<file path="src/rtl/itc_pkg.sv">
// itc_pkg: shared constants for the interval timer channel (modes 0 and 2)
// holds word kind codes, control word fields and the counter width
// no dependencies
package itc_pkg;

  // width of the counting element and its reload register
  localparam int unsigned COUNT_BITS = 16;

  // width of the result count port
  localparam int unsigned COUNT_OUT_BITS = 16;

  // word kind codes
  localparam logic [1:0] KIND_TICK  = 2'd0;
  localparam logic [1:0] KIND_CTRL  = 2'd1;
  localparam logic [1:0] KIND_COUNT = 2'd2;

  // control word: channel 0 with low/high byte access in bits 7..4
  localparam logic [3:0] CW_HEAD_OK = 4'h3;

  // control word mode field codes
  localparam logic [2:0] MODE_TERMINAL = 3'd0;
  localparam logic [2:0] MODE_RATE     = 3'd2;
  localparam logic [2:0] MODE_RATE_ALT = 3'd6;

endpackage

</file>
<file path="src/rtl/interval_timer_channel_mode0_mode2.sv">
// interval_timer_channel_mode0_mode2: one timer counter channel, modes 0 and 2
// binary counting, low byte then high byte access
// depends on itc_pkg
//
// usage:
//   input channel (in_valid_i / in_ready_o) carries one word per item:
//   kind_i selects an input clock tick, a control word write or a count
//   byte write; data_byte_i holds the written byte.
//   output channel (out_valid_o / out_ready_i) returns one word per input
//   word: output pin level, a rise flag, the counting element value and a
//   flag for a rejected control word.
//   the result is registered, valid in the cycle after the word is taken.
//   throughput: one word per cycle while results are read out; the channel
//   state is updated by a single level of logic at acceptance and the
//   result sits in one output register.
//   stall: while a result waits unread, a new word is still taken in the
//   same cycle that the waiting result is read; otherwise in_ready_o drops.
//   reset: mode 0, low byte next, counter stopped at zero, output pin high,
//   output register empty.
module interval_timer_channel_mode0_mode2 (
  input  logic                                clk_i,
  input  logic                                rst_ni,
  input  logic                                in_valid_i,
  output logic                                in_ready_o,
  input  logic [1:0]                          kind_i,
  input  logic [7:0]                          data_byte_i,
  output logic                                out_valid_o,
  input  logic                                out_ready_i,
  output logic                                out_level_o,
  output logic                                out_rose_o,
  output logic [itc_pkg::COUNT_OUT_BITS-1:0]  count_now_o,
  output logic                                write_rejected_o
);
  import itc_pkg::*;

  // channel state
  logic                  periodic_q, periodic_d;
  logic                  expect_high_q, expect_high_d;
  logic [7:0]            low_latch_q, low_latch_d;
  logic [COUNT_BITS-1:0] reload_q, reload_d;
  logic [COUNT_BITS-1:0] count_q, count_d;
  logic                  load_pending_q, load_pending_d;
  logic                  counting_q, counting_d;
  logic                  pin_q, pin_d;

  // result register
  logic                      out_valid_q;
  logic                      level_q, rose_q, rejected_q;
  logic [COUNT_OUT_BITS-1:0] count_out_q;
  logic                      rejected_d;

  logic                  accept;
  logic [COUNT_BITS-1:0] eff_reload;
  logic [COUNT_BITS-1:0] count_dec;
  logic [2:0]            cw_mode;

  // handshake: take a word whenever the result slot frees this cycle
  assign in_ready_o = !out_valid_q || out_ready_i;
  assign accept     = in_valid_i && in_ready_o;

  // reload as used by the counter: in mode 2 a count of one acts as two
  always_comb begin
    eff_reload = reload_q;
    if (periodic_q && (reload_q == COUNT_BITS'(1))) begin
      eff_reload = COUNT_BITS'(2);
    end
  end

  assign count_dec = count_q - COUNT_BITS'(1);
  assign cw_mode   = data_byte_i[3:1];

  // next channel state for the incoming word
  always_comb begin
    periodic_d     = periodic_q;
    expect_high_d  = expect_high_q;
    low_latch_d    = low_latch_q;
    reload_d       = reload_q;
    count_d        = count_q;
    load_pending_d = load_pending_q;
    counting_d     = counting_q;
    pin_d          = pin_q;
    rejected_d     = 1'b0;
    unique case (kind_i)
      KIND_TICK: begin
        if (load_pending_q && (!counting_q || !periodic_q)) begin
          // armed count loads without decrementing
          count_d        = eff_reload;
          load_pending_d = 1'b0;
          counting_d     = 1'b1;
        end else if (counting_q) begin
          if (!periodic_q) begin
            count_d = count_dec;
            if (count_dec == '0) begin
              pin_d = 1'b1;
            end
          end else if (count_q == COUNT_BITS'(1)) begin
            // end of period: reload and release the output
            count_d        = eff_reload;
            load_pending_d = 1'b0;
            pin_d          = 1'b1;
          end else begin
            count_d = count_dec;
            if (count_dec == COUNT_BITS'(1)) begin
              pin_d = 1'b0;
            end
          end
        end
      end
      KIND_CTRL: begin
        if (data_byte_i[7:4] != CW_HEAD_OK) begin
          rejected_d = 1'b1;
        end else if (cw_mode == MODE_TERMINAL) begin
          periodic_d     = 1'b0;
          pin_d          = 1'b0;
          expect_high_d  = 1'b0;
          load_pending_d = 1'b0;
          counting_d     = 1'b0;
        end else if ((cw_mode == MODE_RATE) || (cw_mode == MODE_RATE_ALT)) begin
          periodic_d     = 1'b1;
          pin_d          = 1'b1;
          expect_high_d  = 1'b0;
          load_pending_d = 1'b0;
          counting_d     = 1'b0;
        end else begin
          rejected_d = 1'b1;
        end
      end
      KIND_COUNT: begin
        if (!expect_high_q) begin
          low_latch_d   = data_byte_i;
          expect_high_d = 1'b1;
          if (!periodic_q) begin
            counting_d = 1'b0;
            pin_d      = 1'b0;
          end
        end else begin
          reload_d       = COUNT_BITS'({data_byte_i, low_latch_q});
          expect_high_d  = 1'b0;
          load_pending_d = 1'b1;
        end
      end
      default: begin
        // unused kind leaves the state alone
      end
    endcase
  end

  // channel state registers
  always_ff @(posedge clk_i or negedge rst_ni) begin
    if (!rst_ni) begin
      periodic_q     <= 1'b0;
      expect_high_q  <= 1'b0;
      low_latch_q    <= '0;
      reload_q       <= '0;
      count_q        <= '0;
      load_pending_q <= 1'b0;
      counting_q     <= 1'b0;
      pin_q          <= 1'b1;
    end else if (accept) begin
      periodic_q     <= periodic_d;
      expect_high_q  <= expect_high_d;
      low_latch_q    <= low_latch_d;
      reload_q       <= reload_d;
      count_q        <= count_d;
      load_pending_q <= load_pending_d;
      counting_q     <= counting_d;
      pin_q          <= pin_d;
    end
  end

  // result valid flag
  always_ff @(posedge clk_i or negedge rst_ni) begin
    if (!rst_ni) begin
      out_valid_q <= 1'b0;
    end else if (in_ready_o) begin
      out_valid_q <= in_valid_i;
    end
  end

  // result payload
  always_ff @(posedge clk_i) begin
    if (accept) begin
      level_q     <= pin_d;
      rose_q      <= !pin_q && pin_d;
      count_out_q <= COUNT_OUT_BITS'(count_d);
      rejected_q  <= rejected_d;
    end
  end

  assign out_valid_o      = out_valid_q;
  assign out_level_o      = level_q;
  assign out_rose_o       = rose_q;
  assign count_now_o      = count_out_q;
  assign write_rejected_o = rejected_q;

  // a rise always leaves the output high
  assert property (@(posedge clk_i) disable iff (!rst_ni)
    out_valid_o |-> (!out_rose_o || out_level_o))
    else $error("rise reported with output low");

  // a rejected control word cannot move the output
  assert property (@(posedge clk_i) disable iff (!rst_ni)
    (out_valid_o && write_rejected_o) |-> !out_rose_o)
    else $error("rejected control word changed the output");

  // running in mode 2 the output is low exactly when the count sits at one
  assert property (@(posedge clk_i) disable iff (!rst_ni)
    (periodic_q && counting_q) |-> (pin_q == (count_q != COUNT_BITS'(1))))
    else $error("rate generator output out of step with count");

  // every accepted word yields a result in the next cycle
  assert property (@(posedge clk_i) disable iff (!rst_ni)
    accept |=> out_valid_o)
    else $error("accepted word produced no result");

endmodule
</file>
<file path="config.mk">
export PLATFORM = sky130hd
export DESIGN_NAME = interval_timer_channel_mode0_mode2
export DESIGN_NICKNAME = d
export VERILOG_FILES = /design/src/rtl/itc_pkg.sv /design/src/rtl/interval_timer_channel_mode0_mode2.sv
export SDC_FILE = /design/constraint.sdc
export NUM_CORES = 1
export LEC_CHECK = 0
export ABC_AREA = 0
export BUFFER_PORTS_ARGS = -buffer_cell sky130_fd_sc_hd__buf_2
export CORE_MARGIN = 2
export CORE_UTILIZATION = 25
export DETAILED_ROUTE_END_ITERATION = 7
export SYNTH_ARGS = -nofsm -noshare
export SYNTH_HDL_FRONTEND = slang
export SYNTH_SLANG_ARGS = --single-unit
export TNS_END_PERCENT = 100
</file>
<file path="constraint.sdc">
create_clock -name clk_i -period 6.3 [get_ports clk_i]
set_input_delay 1.26 -clock clk_i [delete_from_list [all_inputs] [get_ports clk_i]]
set_output_delay 1.26 -clock clk_i [all_outputs]
set_load 0.03 [all_outputs]
</file>
==> results.py, run 1 <==
metrics = {
    "placed_design": {
        "hpwl_mm": 6.12,
        "gp_congestion": 0.916,
        "io_buffer_count": 34,
    },
    "logic_synthesis": {
        "yosys_warnings": 0,
        "ys_ff_latch": 65,
        "synth_edf_count": 19,
        "synthCells": 320,
        "ys_types": 58,
        "synth_common_cells": "dfrtp_1 (45), mux2_2 (32), nand2_1 (28)",
        "ys_top_cells_by_area": "dfrtp_1 (32%), edfxtp_1 (16%), mux2_2 (10%)",
        "yosys.cell_count.top_type": "dfrtp_1",
        "synth_top_area_share": 0.325,
        "synth_nets": 341,
        "syn_avg_cell_area_um2": 10.8,
        "ys.flop_type": "dfrtp_1",
        "synth_seq_area_share": 0.497,
        "async_flop_share": 0.708,
        "yosys.area.top_type": "dfrtp_1",
        "syn_area_um2": 3470,
    },
    "floorplan": {
        "die-height_um": 122,
        "die_w_um": 122,
        "start_util": 0.253,
        "io_pins": 35,
        "num_rows": 43,
        "core_region_area_um2": 13700,
        "die-area_um2": 14800,
    },
    "setup_path": {
        "critPathArrivalTime_ns": 3.28,
        "crit_required_ns": 6.51,
        "criticalPathCategory": "input pin to register",
        "crit_fanout": 11,
        "start_kind": "input pin",
        "cp-end-kind": "register",
        "ff2ff_setup_slack_ns": 3.52,
    },
    "timing": {
        "drv_slew": 0,
        "slew_headroom": 0.299,
        "grt_setup_unrepaired": "no",
        "worst_pin_slew_ns": 1.05,
        "fmax_mhz": 325,
        "setup_viol": 0,
        "hold_viol_final": 0,
        "fin_tns_setup_ns": 0,
        "fin_crit_sh": 0.488,
        "min_period_ns": 3.08,
        "finClkSkew_ns": 0.00364,
    },
    "cts": {
        "cts_root_buffer": "clkbuf_16",
        "cts_sinks": 65,
        "cts.clk_slew.worst_paths_ns": 0.05,
        "cts-buffers-inserted": 9,
        "ctsHoldBuffers": 0,
        "clock_path_buffers": 2,
        "cts_setup_buffers": 0,
        "cts.repair.resized": 0,
        "cts_tree": "yes",
        "worstSkewPairLatency_ns": 0.32,
        "htree_levels": 3,
    },
    "worst_hold_path": {
        "holdCritPathClass": "register to register",
    },
    "final_layout": {
        "final_layout_size_suffix_gt1_frac": 0.258,
        "n_fill_cell": 1438,
        "synthToLayoutAreaGrowth_pct": 18.1,
        "diodes": 0,
        "nets": 373,
    },
    "drt": {
        "drt-total-wl_mm": 8.33,
        "dr.pass1.iters": 4,
        "via_per_inst": 4.86,
        "drt.antenna.violating_nets": 0,
        "drc": 0,
        "wl_per_cell_um": 15.5,
        "vias": 2608,
        "first_iter_violations": 118,
    },
    "job": {
        "maxCapViolCount": 0,
    },
    "outcome": {
        "status": "complete, no violations",
    },
    "pwr": {
        "power.density_nw_per_um2": 448,
        "peakVddDrop_uv": 128,
        "p_leak_nw": 1.72,
        "power.total_mw": 1.84,
    },
    "global_routing": {
        "grt-ovfl-total": 0,
        "antenna_found_initial": 0,
        "grt_pass1_vias": 2636,
        "grt_max_degree": 47,
        "gr-usage-all-layers": 0.120,
        "grt_pass1_wl_mm": 13.8,
    },
}
==> registers in the layout, indices dropped and copies added, names as in the netlist, 8 cells and up <==
signal	count
count_q	16
low_latch_q	8
reload_q	16
count_now_o	16
==> power breakdown <==
group / switching (mW) / internal, mW
clock: 0.169 / 0.308
combinational: 0.327 / 0.263
sequential: 0.178 / 0.590
total: 0.675 / 1.16
==> cell families (layout without fill, tap and decap cells) <==
family          Yosys count  in the layout  share of synthesized area
buf+inv                  29             66                     0.0368
flops                    65             65                      0.497
simple gates            104            104                      0.164
xor+xnor                 10             10                     0.0253
compound gates           69             69                      0.136
fa+ha+maj                 7              7                     0.0253
mux                      36             36                      0.116
==> final timing paths <==
check | from | endpoint | cells after the start
max reg2reg | count_q[0] | out_level_o | 8
min in group asynchronous | rst_ni | count_q[3] | 1
max | kind_i[0] | count_q[10] | 9
max in group asynchronous | rst_ni | low_latch_q[6] | 1
min reg2reg | low_latch_q[2] | low_latch_q[2] | 2
min | low_latch_q[2] | low_latch_q[2] | 2
==> critical path, stage by stage <==
cell and delay (ns):
buf_2 0.11, inv_1 0.06, ha_1 0.28, o211ai_1 0.38, o21bai_1 0.49, nor2_1 0.12, o21ai_1 0.15, o311ai_1 0.13
mux2_2 0.30
==> stage by stage <==
step / worst slack (ns) / hold WS, ns / instances / instance area [um^2] / utilization
final: 3.22 / 0.492 / 537 / 4100 / 0.299
after global routing: 3.04 / 0.519 / 537 / 4100 / 0.299
after CTS: 3.23 / 0.501 / 537 / 4100 / 0.299
after detailed placement: 2.88 / 0.489 / 521 / 3800 / 0.277
after global placement: 3.00 / 0.460 / 521 / 3800 / 0.277
after floorplan: 3.20 / 0.446 / 320 / 3470 / -
==> cell type report <==
| class | count | area, um^2 | area share |
|---|---|---|---|
| clock buffer | 14 | 284 | 0.0693 |
| clock inverter | 2 | 10.0 | 0.00244 |
| inverter | 14 | 52.6 | 0.0128 |
| multi-input combinational | 226 | 1620 | 0.395 |
| sequential | 65 | 1720 | 0.420 |
| tap | 180 | 225 | 0.0550 |
| timing repair buffer | 36 | 185 | 0.0452 |
==> cell usage in the layout, fill, tap and decap left out, drive strengths merged, types with 5 or more instances in the layout <==
cell / synthesis / final
buf: 8 / 36
edfxtp: 19 / 19
nor3: 10 / 10
o21ai: 29 / 29
clkbuf: 7 / 14
ha: 7 / 7
inv: 14 / 14
dfrtp: 45 / 45
nand2b: 7 / 7
mux2: 33 / 33
xnor2: 8 / 8
a21oi: 8 / 8
nor4: 8 / 8
nor2: 24 / 24
nand2: 28 / 28
a22oi: 5 / 5
nand3: 7 / 7
==> routing by layer <==
layer,share of wire,global-route usage
met5,0,0
met4,0.011,0.0395
met3,0.065,0.0337
met1,0.45,0.159
met2,0.47,0.190
Note: power is estimated with default switching activity, not from simulation.
==> run 2, diff against run 1 <==
==> constraint.sdc (replaced) <==
create_clock -name clk_i -period 2.9 [get_ports clk_i]
set_input_delay 0.58 -clock clk_i [delete_from_list [all_inputs] [get_ports clk_i]]
set_output_delay 0.58 -clock clk_i [all_outputs]
set_load 0.03 [all_outputs]
==> run 2 against run 1 <==
Core utilization up 0.50 points. Combinational power up 140%. Final cell count up 1.7%. Highest routed layer unchanged. Final area up 1.7%. Non-clock buffer count up 9. Setup slack worse by 3.1 ns. Critical endpoint unchanged. Routed wire length up 2.0%. Flip-flop and latch count unchanged. Total power up 120%.
==> results.py, run 2 (synthesis gave the netlist of run 1 again) <==
metrics = {
    "drt": {
        "drt-total-wl_mm": 8.50,
        "drc": 0,
        "vias": 2650,
        "drt.antenna.violating_nets": 0,
        "via_per_inst": 4.85,
        "wl_per_cell_um": 15.6,
        "first_iter_violations": 213,
        "dr.pass1.iters": 5,
    },
    "timing": {
        "fin_crit_sh": 0.962,
        "min_period_ns": 2.79,
        "setup_viol": 0,
        "finClkSkew_ns": 0.00646,
        "setup_ws_ns": 0.109,
        "fin_tns_setup_ns": 0,
        "hold_viol_final": 0,
        "whs_ns": 0.431,
        "worst_pin_slew_ns": 1.06,
        "fmax_mhz": 358,
        "grt_setup_unrepaired": "no",
        "slew_headroom": 0.291,
        "drv_slew": 0,
    },
    "cts": {
        "worstSkewPairLatency_ns": 0.33,
        "clock_path_buffers": 2,
        "cts.repair.resized": 0,
        "cts_sinks": 65,
        "cts_setup_buffers": 0,
        "htree_levels": 3,
        "cts_tree": "yes",
        "cts_root_buffer": "clkbuf_16",
        "cts.clk_slew.worst_paths_ns": 0.05,
        "cts-buffers-inserted": 9,
        "ctsHoldBuffers": 0,
    },
    "floorplan": {
        "die-height_um": 122,
        "core_region_area_um2": 13700,
        "die-area_um2": 14800,
        "die_w_um": 122,
        "start_util": 0.253,
        "num_rows": 43,
        "io_pins": 35,
    },
    "final_layout": {
        "final_cell_mix": "dfrtp_1 (45), buf_2 (34), mux2_2 (32), nand2_1 (28), nor2_1 (22)",
        "n_fill_cell": 1421,
        "final_common_cell": "dfrtp_1",
        "diodes": 0,
        "multi_input_area_um2": 1620,
        "final_layout_size_suffix_gt1_frac": 0.273,
        "nets": 382,
        "synthToLayoutAreaGrowth_pct": 20.1,
        "seqCellArea_um2": 1720,
    },
    "global_routing": {
        "gr-usage-all-layers": 0.121,
        "grtUsageMet2": 0.178,
        "antenna_found_initial": 0,
        "grt-ovfl-total": 0,
        "grt_pass1_wl_mm": 13.6,
        "grt_max_degree": 47,
        "grt.met1_usage": 0.166,
        "grt_pass1_vias": 2505,
        "grt_busiest_layer": "met2",
        "use_met3": 0.0365,
    },
    "pwr": {
        "power.total_mw": 4.08,
        "peakVddDrop_uv": 515,
        "power.density_nw_per_um2": 979,
        "p_leak_nw": 1.77,
    },
    "outcome": {
        "status": "complete, no violations",
    },
    "setup_path": {
        "cp_slowest_stage_delay_ns": 0.73,
        "cp.buffers_inverters": 0,
        "path_cells": "nor4_4 -> nand4_4 -> o21bai_1 -> nor2_1 -> o21ai_1 -> o311ai_1 -> mux2_2",
        "cp_slowest_cell": "o21bai_1",
        "crit_required_ns": 3.12,
        "critPathTopFamily": "compound AO/OA/AOI/OAI gates",
        "criticalPathCategory": "register to register",
        "crit_fanout": 11,
        "start_kind": "register",
        "critPathArrivalTime_ns": 3.01,
        "cp-end-kind": "register",
    },
    "job": {
        "maxCapViolCount": 0,
    },
    "worst_hold_path": {
        "holdCritPathClass": "input pin to async pin",
    },
    "placed_design": {
        "hpwl_mm": 6.25,
        "gp_congestion": 0.883,
        "pre_cts_ws_ns": 0.208,
        "io_buffer_count": 34,
    },
}
run 2: cell types whose count changed in the layout (fill, tap and decap cells not counted):
cell,before,now
clkbuf_16,9,10
clkbuf_1,1,2
buf_4,2,11
clkbuf_8,4,2
run 2: layer usage:
metal	up-vias	part of all wire
met4	0	0.015
met1	1296	0.47
met5	-	0
met2	86	0.45
li1	1255	-
met3	13	0.061
run 2: final timing paths:
path | start | end | slack (ns) | cells after the start
max | count_q[8] | count_q[10] | 0.11 | 7
min | rst_ni | count_q[2] | 0.43 | 1
max reg2reg | count_q[8] | count_q[10] | 0.11 | 7
min reg2reg | low_latch_q[2] | low_latch_q[2] | 0.48 | 2
max in group asynchronous | rst_ni | count_q[1] | 1.80 | 1
min in group clk_i | in_valid_i | out_valid_o | 0.45 | 2
run 2: layout make-up:
class	count	share of cell area
Clock buffer	14	0.0685
Clock inverter	2	0.00240
Inverter	14	0.0126
Multi-Input combinational cell	226	0.388
Sequential cell	65	0.414
Tap cell	180	0.0541
Timing Repair Buffer	45	0.0607
run 2: power by group:
| group | switching, mW | total, mW | internal, mW |
|---|---|---|---|
| sequential | 0.341 | 1.62 | 1.28 |
| clock | 0.377 | 1.05 | 0.674 |
| combinational | 0.782 | 1.40 | 0.623 |
| total | 1.50 | 4.08 | 2.58 |
run 2: metrics by stage:
step / cell area (um^2) / utilization / std cells
floorplan: 3470 / - / 320
global placement: 3870 / 0.282 / 530
detailed placement: 3870 / 0.282 / 530
CTS: 4170 / 0.304 / 546
global route: 4170 / 0.304 / 546
finish: 4170 / 0.304 / 546
